## src/hw/rtl/cscs_pkg.sv

```systemverilog
// Shared types, constants and the exp factor table for the causal soft-capped
// softmax row core. No dependencies; all files but the RAM and divider import it.
package cscs_pkg;

  localparam int SCORE_W = 20;
  localparam int ROW_W   = 6;
  localparam int PROB_W  = 17;
  localparam int LEN_W   = 7;
  localparam int CAP_W   = 19;
  localparam int ACC_W   = 31;   // Q30 value up to 1.0
  localparam int FACT_W  = 30;
  localparam int EXPA_W  = 21;   // exp argument, Q11.10
  localparam int EXP_BITS = 14;
  localparam int SUM_W   = 23;
  localparam int EV_W    = 17;

  localparam logic signed [SCORE_W-1:0] MOST_NEG = 20'sh80000;
  localparam logic [ACC_W-1:0]  ONE_Q30  = 31'h4000_0000;
  localparam logic [EXPA_W-1:0] EXP_BIG  = 21'd16384;
  localparam logic [PROB_W-1:0] PROB_ONE = 17'h1_0000;

  localparam logic REG_SEQ_LEN  = 1'b0;
  localparam logic REG_SOFT_CAP = 1'b1;

  typedef struct packed {
    logic signed [SCORE_W-1:0] score;
    logic [ROW_W-1:0]          query_row;
  } item_t;

  typedef struct packed {
    logic [PROB_W-1:0] probability;
    logic [ROW_W-1:0]  column;
    logic              row_end;
  } result_t;

  // one finished row waiting for the softmax passes
  typedef struct packed {
    logic                      bank;
    logic [LEN_W-1:0]          len;
    logic [ROW_W-1:0]          row;
    logic signed [SCORE_W-1:0] max;
  } job_t;

  typedef struct packed {
    logic valid;
    logic bank;
  } rel_t;

  typedef enum logic [2:0] {
    F_IDLE, F_PREP, F_DIV1, F_EXP, F_MUL, F_DIVS, F_DIV2, F_STORE
  } front_state_t;

  typedef enum logic [2:0] {
    B_IDLE, B_RD, B_EXS, B_EXW, B_P2, B_P2W, B_P2D
  } back_state_t;

  // exp(-2^b/1024) in Q30
  function automatic logic [FACT_W-1:0] exp_factor(input logic [3:0] b);
    logic [FACT_W-1:0] f;
    case (b)
      4'd0:  f = 30'd1072693760;
      4'd1:  f = 30'd1071646719;
      4'd2:  f = 30'd1069555701;
      4'd3:  f = 30'd1065385899;
      4'd4:  f = 30'd1057095000;
      4'd5:  f = 30'd1040706261;
      4'd6:  f = 30'd1008687096;
      4'd7:  f = 30'd947573834;
      4'd8:  f = 30'd836230973;
      4'd9:  f = 30'd651257337;
      4'd10: f = 30'd395007542;
      4'd11: f = 30'd145315154;
      4'd12: f = 30'd19666267;
      4'd13: f = 30'd360200;
      default: f = '0;
    endcase
    return f;
  endfunction

endpackage

```

## src/hw/rtl/cscs_ram.sv

```systemverilog
// Generic simple dual-port RAM: one write port, one registered read port.
// No dependencies.
module cscs_ram #(
  parameter int W = 8,
  parameter int DEPTH = 16,
  localparam int AW = (DEPTH > 1) ? $clog2(DEPTH) : 1
) (
  input  logic          clk,
  input  logic          we,
  input  logic [AW-1:0] waddr,
  input  logic [W-1:0]  wdata,
  input  logic [AW-1:0] raddr,
  output logic [W-1:0]  rdata
);

  logic [W-1:0] mem [DEPTH];

  always_ff @(posedge clk) begin
    if (we) begin
      mem[waddr] <= wdata;
    end
    rdata <= mem[raddr];
  end

endmodule

```

## src/hw/rtl/cscs_div.sv

```systemverilog
// Restoring divider, one quotient bit per cycle. Caller guarantees that
// num >> QW is below den. No package dependency.
module cscs_div #(
  parameter int NW = 8,
  parameter int DW = 4,
  parameter int QW = 4
) (
  input  logic          clk,
  input  logic          rst,
  input  logic          start,
  input  logic [NW-1:0] num,
  input  logic [DW-1:0] den,
  output logic          done,
  output logic [QW-1:0] quo
);

  localparam int CW = $clog2(QW + 1);

  logic [DW-1:0] rem;
  logic [DW-1:0] dreg;
  logic [QW-1:0] low;
  logic [CW-1:0] cnt;
  logic          run;
  logic [DW:0]   trial;
  logic [DW:0]   diff;
  logic          ge;

  assign trial = {rem, low[QW-1]};
  assign diff  = trial - {1'b0, dreg};
  assign ge    = trial >= {1'b0, dreg};

  always_ff @(posedge clk) begin
    if (rst) begin
      run  <= 1'b0;
      done <= 1'b0;
      cnt  <= '0;
    end else begin
      done <= 1'b0;
      if (start) begin
        run <= 1'b1;
        cnt <= '0;
      end else if (run) begin
        cnt <= cnt + 1'b1;
        if (cnt == CW'(QW - 1)) begin
          run  <= 1'b0;
          done <= 1'b1;
        end
      end
    end
  end

  always_ff @(posedge clk) begin
    if (start) begin
      rem  <= DW'(num >> QW);
      low  <= num[QW-1:0];
      dreg <= den;
    end else if (run) begin
      rem <= ge ? diff[DW-1:0] : trial[DW-1:0];
      low <= low << 1;
      quo <= {quo[QW-2:0], ge};
    end
  end

endmodule

```

## src/hw/rtl/cscs_exp.sv

```systemverilog
// exp(-a) in Q30 for Q11.10 a, one table factor per cycle, one per low argument bit.
// Depends on cscs_pkg for the factor table.
module cscs_exp import cscs_pkg::*; (
  input  logic              clk,
  input  logic              rst,
  input  logic              start,
  input  logic [EXPA_W-1:0] a,
  output logic              done,
  output logic [ACC_W-1:0]  res
);

  localparam int PW = ACC_W + FACT_W;

  logic [EXP_BITS-1:0] abits;
  logic [3:0]          idx;
  logic                run;
  logic [ACC_W-1:0]    acc;
  logic [PW-1:0]       prod;
  logic [PW-1:0]       rnd;

  assign prod = PW'(acc) * PW'(exp_factor(idx));
  assign rnd  = prod + (PW'(1) << 29);
  assign res  = acc;

  always_ff @(posedge clk) begin
    if (rst) begin
      run  <= 1'b0;
      done <= 1'b0;
      idx  <= '0;
    end else begin
      done <= 1'b0;
      if (start) begin
        run <= 1'b1;
        idx <= '0;
      end else if (run) begin
        idx <= idx + 1'b1;
        if (idx == 4'(EXP_BITS - 1)) begin
          run  <= 1'b0;
          done <= 1'b1;
        end
      end
    end
  end

  always_ff @(posedge clk) begin
    if (start) begin
      // 16.0 and above underflows to zero
      acc   <= (a >= EXP_BIG) ? '0 : ONE_Q30;
      abits <= a[EXP_BITS-1:0];
    end else if (run && abits[idx]) begin
      acc <= rnd[PW-1:30];
    end
  end

endmodule

```

## src/hw/rtl/cscs_back.sv

```systemverilog
// Back section: exp-sum pass and normalize/emit pass over one stored row.
// Uses cscs_pkg, cscs_exp, cscs_div and cscs_ram for the exponentials.
module cscs_back import cscs_pkg::*; #(
  parameter int MAX_SEQ = 64,
  localparam int AW  = (MAX_SEQ > 1) ? $clog2(MAX_SEQ) : 1,
  localparam int RAW = AW + 1
) (
  input  logic                      clk,
  input  logic                      rst,
  input  logic                      job_valid,
  input  job_t                      job_in,
  output logic                      pop,
  output logic [RAW-1:0]            rd_addr,
  input  logic signed [SCORE_W-1:0] rd_data,
  output result_t                   result,
  output logic                      result_valid,
  output rel_t                      rel
);

  localparam int PN_W = EV_W + 16 + 1;
  localparam int PQ_W = PROB_W + 1;

  back_state_t state, state_next;

  job_t             cur;
  logic [LEN_W-1:0] j;
  logic [SUM_W-1:0] exp_sum;

  logic              ex_start, ex_done;
  logic [EXPA_W-1:0] diff_a;
  logic [ACC_W-1:0]  ex_res;
  logic [ACC_W:0]    ev_round;
  logic [EV_W-1:0]   ev;
  logic              ev_we;
  logic [EV_W-1:0]   ev_rd;
  logic              dv_start, dv_done;
  logic [PQ_W-1:0]   dv_q;
  logic              zero_col;
  logic              col_last;
  logic              emit;
  logic [PROB_W-1:0] p_val;

  assign rd_addr  = {cur.bank, j[AW-1:0]};
  assign diff_a   = EXPA_W'({cur.max[SCORE_W-1], cur.max} - {rd_data[SCORE_W-1], rd_data});
  assign ev_round = {1'b0, ex_res} + (ACC_W+1)'(1 << 13);
  assign ev       = EV_W'(ev_round >> 14);
  assign zero_col = (j > {1'b0, cur.row}) || (exp_sum == '0);
  assign col_last = j == (cur.len - 1'b1);
  assign p_val    = zero_col ? '0 :
                    (dv_q > PQ_W'(PROB_ONE)) ? PROB_ONE : dv_q[PROB_W-1:0];

  cscs_exp u_exp (
    .clk(clk), .rst(rst), .start(ex_start), .a(diff_a), .done(ex_done), .res(ex_res)
  );

  cscs_ram #(.W(EV_W), .DEPTH(1 << AW)) u_ev_ram (
    .clk(clk), .we(ev_we), .waddr(j[AW-1:0]), .wdata(ev),
    .raddr(j[AW-1:0]), .rdata(ev_rd)
  );

  cscs_div #(.NW(PN_W), .DW(SUM_W), .QW(PQ_W)) u_div (
    .clk(clk), .rst(rst), .start(dv_start),
    .num(PN_W'({ev_rd, 16'h0000}) + PN_W'(exp_sum >> 1)), .den(exp_sum),
    .done(dv_done), .quo(dv_q)
  );

  always_comb begin
    state_next = state;
    pop        = 1'b0;
    ex_start   = 1'b0;
    ev_we      = 1'b0;
    dv_start   = 1'b0;
    emit       = 1'b0;
    case (state)
      B_IDLE: begin
        if (job_valid) begin
          pop        = 1'b1;
          state_next = B_RD;
        end
      end
      B_RD: state_next = B_EXS;
      B_EXS: begin
        ex_start   = 1'b1;
        state_next = B_EXW;
      end
      B_EXW: begin
        if (ex_done) begin
          ev_we      = 1'b1;
          state_next = (j == {1'b0, cur.row}) ? B_P2 : B_RD;
        end
      end
      B_P2: begin
        if (zero_col) begin
          emit       = 1'b1;
          state_next = col_last ? B_IDLE : B_P2;
        end else begin
          state_next = B_P2W;
        end
      end
      B_P2W: begin
        dv_start   = 1'b1;
        state_next = B_P2D;
      end
      B_P2D: begin
        if (dv_done) begin
          emit       = 1'b1;
          state_next = col_last ? B_IDLE : B_P2;
        end
      end
      default: state_next = B_IDLE;
    endcase
  end

  assign rel = '{valid: emit && col_last, bank: cur.bank};

  always_ff @(posedge clk) begin
    if (rst) begin
      state        <= B_IDLE;
      result_valid <= 1'b0;
      exp_sum      <= '0;
    end else begin
      state        <= state_next;
      result_valid <= emit;
      if (pop) exp_sum <= '0;
      if (ev_we) exp_sum <= exp_sum + SUM_W'(ev);
    end
  end

  always_ff @(posedge clk) begin
    if (pop) begin
      cur <= job_in;
      j   <= '0;
    end
    if (ev_we) begin
      j <= (j == {1'b0, cur.row}) ? '0 : j + 1'b1;
    end
    if (emit) begin
      j      <= j + 1'b1;
      result <= '{probability: p_val, column: ROW_W'(j), row_end: col_last};
    end
  end

endmodule
```

## config.mk

```make
export PLATFORM = sky130hd
export DESIGN_NAME = cscs_back
export DESIGN_NICKNAME = d
export VERILOG_FILES = /design/src/hw/rtl/cscs_pkg.sv /design/src/hw/rtl/cscs_ram.sv /design/src/hw/rtl/cscs_div.sv /design/src/hw/rtl/cscs_exp.sv /design/src/hw/rtl/cscs_back.sv
export SDC_FILE = /design/constraint.sdc
export NUM_CORES = 2
export LEC_CHECK = 0
export BUFFER_PORTS_ARGS = -buffer_cell sky130_fd_sc_hd__buf_2
export CAP_MARGIN = 0
export CORE_UTILIZATION = 45
export CTS_CLUSTER_DIAMETER = 150
export DETAILED_ROUTE_END_ITERATION = 8
export MAX_ROUTING_LAYER = met4
export SLEW_MARGIN = 30
export SYNTH_ARGS = -nofsm -noshare
export SYNTH_HDL_FRONTEND = slang
export SYNTH_SLANG_ARGS = --single-unit
```

## constraint.sdc

```tcl
create_clock -name clk -period 21.6 [get_ports clk]
set_input_delay 1.08 -clock clk [delete_from_list [all_inputs] [get_ports clk]]
set_output_delay 1.08 -clock clk [all_outputs]
set_load 0.02 [all_outputs]
```

Yosys cells after proc, flatten, opt, wreduce, memory -nomap -nowiden
Memory sizes are Yosys's and may differ from the RTL's. A register that Yosys moved wholly into a read port is not among the register bits. Index checks and enable logic that the tools add are counted.

Add/sub/neg operators: 10. $mul: 1. $lt $le $gt $ge: 5. Equality and inequality tests: 13. Mux-type cells: 45. Bitwise gates (word level): 3. Reduce and logical (&&, ||, !) cells: 16.

Operators with widths (number): 31-bit 2-to-1 mux (3); 23-bit 2-to-1 mux (3); 61-bit by 30-bit adder with 61-bit output, second input constant (1); 31-bit by 30-bit multiplier with 61-bit output (1); 18-bit 2-to-1 mux (2); 33-bit by 22-bit adder with 34-bit output (1); 16-bit 2-to-1 mux (2); 31-bit by 14-bit adder with 31-bit output, second input constant (1); 7-bit 2-to-1 mux (4); 24-bit by 23-bit greater-or-equal comparator with 1-bit output (1); 23-bit by 17-bit adder with 23-bit output (1); 23-bit zero test (1); 23-bit subtractor (1); 21-bit by 15-bit greater-or-equal comparator with 1-bit output, second input constant (1); 3-bit case mux with 7 select lines (1); 20-bit by 20-bit subtractor with 21-bit output (1); 1-bit 2-to-1 mux (19); 18-bit by 17-bit greater-than comparator with 1-bit output, second input constant (1); 3-bit 2-to-1 mux (6); 17-bit 2-to-1 mux (1); 3-bit == test, second input constant (3); 4-bit 2-to-1 mux (2); 7-bit by 1-bit adder with 7-bit output, second input constant (1); 7-bit by 6-bit == test with 1-bit output (1); 24 further kinds (34).

Flip-flop bits (word level): 232. Memory bits (writable): 1088. Memory bits (read-only): 480. Input bits: 57. Output and inout port bits: 35. Memories: 2.

Memories: u_ev_ram.mem (depth 64, width 17, read ports 1, clocked after memory_dff 1, write ports 1, RTL line cscs_ram.sv:16) `logic [W-1:0] mem [DEPTH];`; (name not given) (depth 16, width 30, read ports 1, clocked after memory_dff 1, write ports 0, RTL line cscs_pkg.sv:60) `case (b)`.

Longest topological paths before layout
Depth after elaboration: 5. Mapped depth: 30.

Hierarchy
Synthesis repeated with hierarchy kept, for this count alone.

Cells, all modules: 6731. Area, all modules: 87343.8 um^2.

By module, submodules not included: cscs_ram (times used 1, cells each 1953, area each 42344.4 um^2, sequential area each 33011.7 um^2); cscs_exp (times used 1, cells each 3751, area each 33876.2 um^2, sequential area each 2072.0 um^2); cscs_back (times used 1, cells each 653, area each 6389.9 um^2, sequential area each 2492.4 um^2); cscs_div (times used 1, cells each 374, area each 4733.3 um^2, sequential area each 2532.4 um^2).

Worst setup path after synthesis
Ideal clock, no wire load.

Path type: reg2reg. From: register u_exp.acc[17], in the netlist u_exp.res[17]. To: register u_exp.acc[29], in the netlist u_exp.res[29], data pin. Library setup time: 266 ps. Data arrival time: 7360 ps. Data required time: 21334 ps. Setup slack: 13974 ps. Cell stages (with the launch flop): 29. Path buffers: 2. Clock period less this slack: 7626 ps. Cells stage by stage: edfxtp_1 > clkbuf_1 > clkbuf_1 > and2_1 > fa_1 > fa_1 > inv_1 > fa_1 > fa_1 > inv_1 > fa_1 > fa_1 > fa_1 > inv_1 > fa_1 > inv_1 > ha_1 > nand2_1 > nor3_2 > a41oi_1 > nand3_1 > o211ai_2 > o41a_1 > o21ai_1 > a221o_1 > a311o_1 > a21oi_1 > xor2_1 > nor2_1.

Word-level cells in the longest chain between the ends: 4.

Ends and longest elaborated chain: from (decl) (RTL line cscs_exp.sv:17) `logic [ACC_W-1:0] acc;`; from (signal assigned) (RTL line cscs_exp.sv:48) `acc <= (a >= EXP_BIG) ? '0 : ONE_Q30;`; from (signal assigned) (RTL line cscs_exp.sv:51) `acc <= rnd[PW-1:30];`; 31-bit by 30-bit multiplier with 61-bit output (RTL line cscs_exp.sv:21) `assign prod = PW'(acc) * PW'(exp_factor(idx));`; 61-bit by 30-bit adder with 61-bit output (RTL line cscs_exp.sv:22) `assign rnd = prod + (PW'(1) << 29);`; 31-bit 2-to-1 mux (RTL line cscs_exp.sv:50) `end else if (run && abits[idx]) begin`; 31-bit 2-to-1 mux (RTL line cscs_exp.sv:46) `if (start) begin`.

No other way between the ends. The select of a mux whose other input is x is not followed. A chain may end at the register's enable or synchronous reset.

Worst setup path after layout
From: register u_exp.acc[16], in the netlist u_exp.res[16]. To: register u_exp.acc[29], in the netlist u_exp.res[29], data pin.

The elaborated chain is that of the path after synthesis.

==> metrics.txt <==
Sink Count between 1000 and 1500; first-pass GRT wire length 353 mm; CP max stage cell edfxtp_1; r2r worst-path depth 27; post-synth cell types 74; number of synthesized flops with an enable pin about 1300; fmax between 100 and 150 MHz; Slew Limit Fails 0; post-route ant nets 0; Placer Congestion 0.899; Mapped Area about 0.083 sq mm; Post CTS Setup Buffer Count 0; DP Wirelength approximately 150 mm; sequential area share after synthesis 48.4%; Fin Clk Skew roughly 0.073 ns; Reg area between 0.04 and 0.05 sq mm; Congestion Overflow GR 0; post-layout min period between 8 and 9 ns; CTS Buf Count approximately 140; TritonRoute pass-1 iters 6; Synth-to-Final Area Change 10.3%; Max clock buf depth 3; Final Routed Wirelength between 200 and 250 mm; area used by multi-input combinational logic about 0.038 sq mm; Worst EP arrival around 9.4 ns; core area around 0.18 sq mm; MaxCap Viol Count 0; CTS hold repair buffers 0; synthesized flop and latch total approximately 1400; Clk Latency, worst-skew pair approximately 0.85 ns; family with the most delay on the worst path adder cells; Synth Instances slightly below 7000; Tcrit/Tclk final between 40% and 50%; setup TNS 0 ns; worst-path maximum fanout 21; Final Hold Fails 0; CP peak stage delay around 0.65 ns; Critical Path Stages 27; ys async rst share 0%; die span in y 431 um; Fill cells ~16000; R2R setup slack approximately 13 ns; total track usage 26.4%; Worst-Margin Slew 0.978 ns; Worst Setup Start Kind register; Remaining DRCs 0; crit-path most repeated cell fa_1; IO Pins 92; Primary FF master, synth edfxtp_1; die width between 400 and 500 um; wire per inst 25.1 um; launching point of the worst reg2reg path u_exp.res[16]; Syn Area/Cell ~12 sq um; Hold Path Class input pin to register; die footprint around 0.19 sq mm; vias in the first global route 55267; max_slew headroom roughly a third; Vias per Instance 5.68; Worst EP required roughly 22 ns; Setup CP Type register to register; largest net degree at the start of global routing between 90 and 100; # setup viols final 0; via count around 53000; Syn. warnings 0; root buf cell clkbuf_16; status finished, final reports clean; Rows around 160; Reg clk slew, reported paths roughly 0.06 ns; CP startpoint u_exp.res[16]; Initial Util between 40% and 50%; total number of H-tree levels 4; post-synthesis net count slightly below 8000; initial antenna violation count 12; RSZ-0062 raised after global routing no; post_cts resized 0; 1st-iter DRT viols about 4300; worst path buffer plus inverter count 5; R2R Path End u_exp.res[29]; Final nets about 8000; crit path capture u_exp.res[29]; TritonCTS clock tree done; Setup crit end kind register; Port-buffer cells 91; share of cells above drive strength 1 approximately 8.2%
==> per-layer routing <==
| metal | up-vias | global-route usage (%) | wire (um) |
|---|---|---|---|
| met5 | - | - | 0 |
| li1 | 23067 | - | - |
| met4 | 0 | 9.27 | 7910 |
| met3 | 385 | 3.78 | 16000 |
| met2 | 2014 | 43.1 | 115000 |
| met1 | 27548 | 33.7 | 95700 |
==> cells in the final DEF, fill, tap and decap left out, drive strengths merged, types with 10 or more instances in the layout <==
cell type  synthesis  final
edfxtp          1273   1273
inv              974    976
fa               812    812
nand2            646    646
and2             497    497
a22oi            384    384
ha               363    363
buf               37    262
nor2             241    241
clkbuf           340    177
a21oi            137    137
a31oi             96     96
dfxtp             94     94
a221oi            86     86
a22o              85     85
xnor2             79     79
o21ai             60     60
clkinv             2     57
a21o              47     47
xor2              46     46
a41oi             45     45
nor3              44     44
nor4              44     44
nand3             42     42
a211oi            29     29
nand4             27     27
nor2b             21     21
and3              20     20
o21a              17     17
o21bai            15     15
clkinvlp           0     11
o211ai            10     10
==> metrics by stage <==
step / hold WS [ns] / cells / worst slack (ns) / util [%] / instance area (sq um)
after floorplan: 0.442 / 6723 / 13.97 / - / 82900
after global placement: 0.461 / 9072 / 12.56 / 47.4 / 86700
after detailed placement: 0.462 / 9072 / 12.76 / 47.5 / 86900
after CTS: 0.373 / 9323 / 12.74 / 50.0 / 91500
after global routing: 0.405 / 9327 / 12.27 / 50.0 / 91500
final: 0.425 / 9329 / 12.70 / 50.0 / 91500
==> worst min path at each step <==
stage	from	endpoint	slack, ns	depth (start not counted)
3_5_place_dp	u_div.quo[14]	u_div.quo[15]	0.46	0
5_1_grt	job_in[26]	cur[26]	0.41	1
4_1_cts	job_in[26]	cur[26]	0.37	1
3_3_place_gp	u_div.quo[5]	u_div.quo[6]	0.46	0
2_1_floorplan	u_div.quo[11]	u_div.quo[12]	0.44	0
6_report	job_in[26]	cur[26]	0.43	1
==> final cells by class <==
| type | instances | share of cell area (%) |
|---|---|---|
| timing repair buffer | 262 | 1.98 |
| clock buffer | 177 | 4.11 |
| sequential | 1367 | 43.8 |
| multi-input combinational | 4003 | 41.8 |
| inverter | 976 | 4.00 |
| tap | 2464 | 3.37 |
| antenna | 6 | 0.0164 |
| clock inverter | 74 | 0.907 |
==> sequential cells by signal, summed over array words and instances (netlist names), named ones only <==
name            flops
u_ev_ram.mem     1088
cur                33
u_exp.res          31
result             24
exp_sum            23
u_div.dreg         23
u_div.rem          23
u_div.low          18
u_div.quo          18
u_ev_ram.rdata     17
u_exp.abits        14
j                   7
u_div.cnt           5
u_exp.idx           4
state               3
rd_addr             1
result_valid        1
u_div.done          1
u_div.run           1
u_exp.done          1
u_exp.run           1
==> kinds of logic (layout without fill, tap and decap cells) <==
| group | Yosys count | in the layout | synth area share [%] |
|---|---|---|---|
| simple gates | 1623 | 1623 | 9.50 |
| flops | 1367 | 1367 | 48.4 |
| buf+inv | 1353 | 1489 | 6.16 |
| fa+ha+maj | 1175 | 1175 | 25.1 |
| compound gates | 1067 | 1067 | 9.36 |
| xor+xnor | 125 | 125 | 1.32 |
| mux | 13 | 13 | 0.220 |
| other cells | 0 | 6 | 0 |
==> cells in the mapped netlist (17+ instances only) <==
| library cell | number | area [sq um] |
|---|---|---|
| nand3_1 | 42 | 210 |
| inv_1 | 972 | 3650 |
| a211oi_1 | 29 | 218 |
| nand2_1 | 646 | 2420 |
| a22oi_1 | 384 | 2880 |
| nor3_1 | 42 | 210 |
| and3_1 | 20 | 125 |
| xor2_1 | 46 | 403 |
| a221oi_1 | 85 | 744 |
| dfxtp_1 | 94 | 1880 |
| clkbuf_1 | 340 | 1280 |
| nor4_1 | 44 | 275 |
| o21a_1 | 17 | 128 |
| nand4_1 | 27 | 169 |
| and2_1 | 497 | 3110 |
| a21oi_1 | 137 | 686 |
| o21ai_0 | 54 | 270 |
| edfxtp_1 | 1273 | 38200 |
| xnor2_1 | 79 | 692 |
| buf_1 | 27 | 101 |
| nor2_1 | 241 | 905 |
| ha_1 | 363 | 4540 |
| a31oi_1 | 96 | 601 |
| a22o_1 | 85 | 744 |
| a21o_1 | 47 | 353 |
| fa_1 | 812 | 16300 |
| a41oi_1 | 45 | 394 |
| nor2b_1 | 21 | 131 |
Power is not shown: default switching activity piles up to over one toggle a cycle in this logic, so the estimate is an artifact.
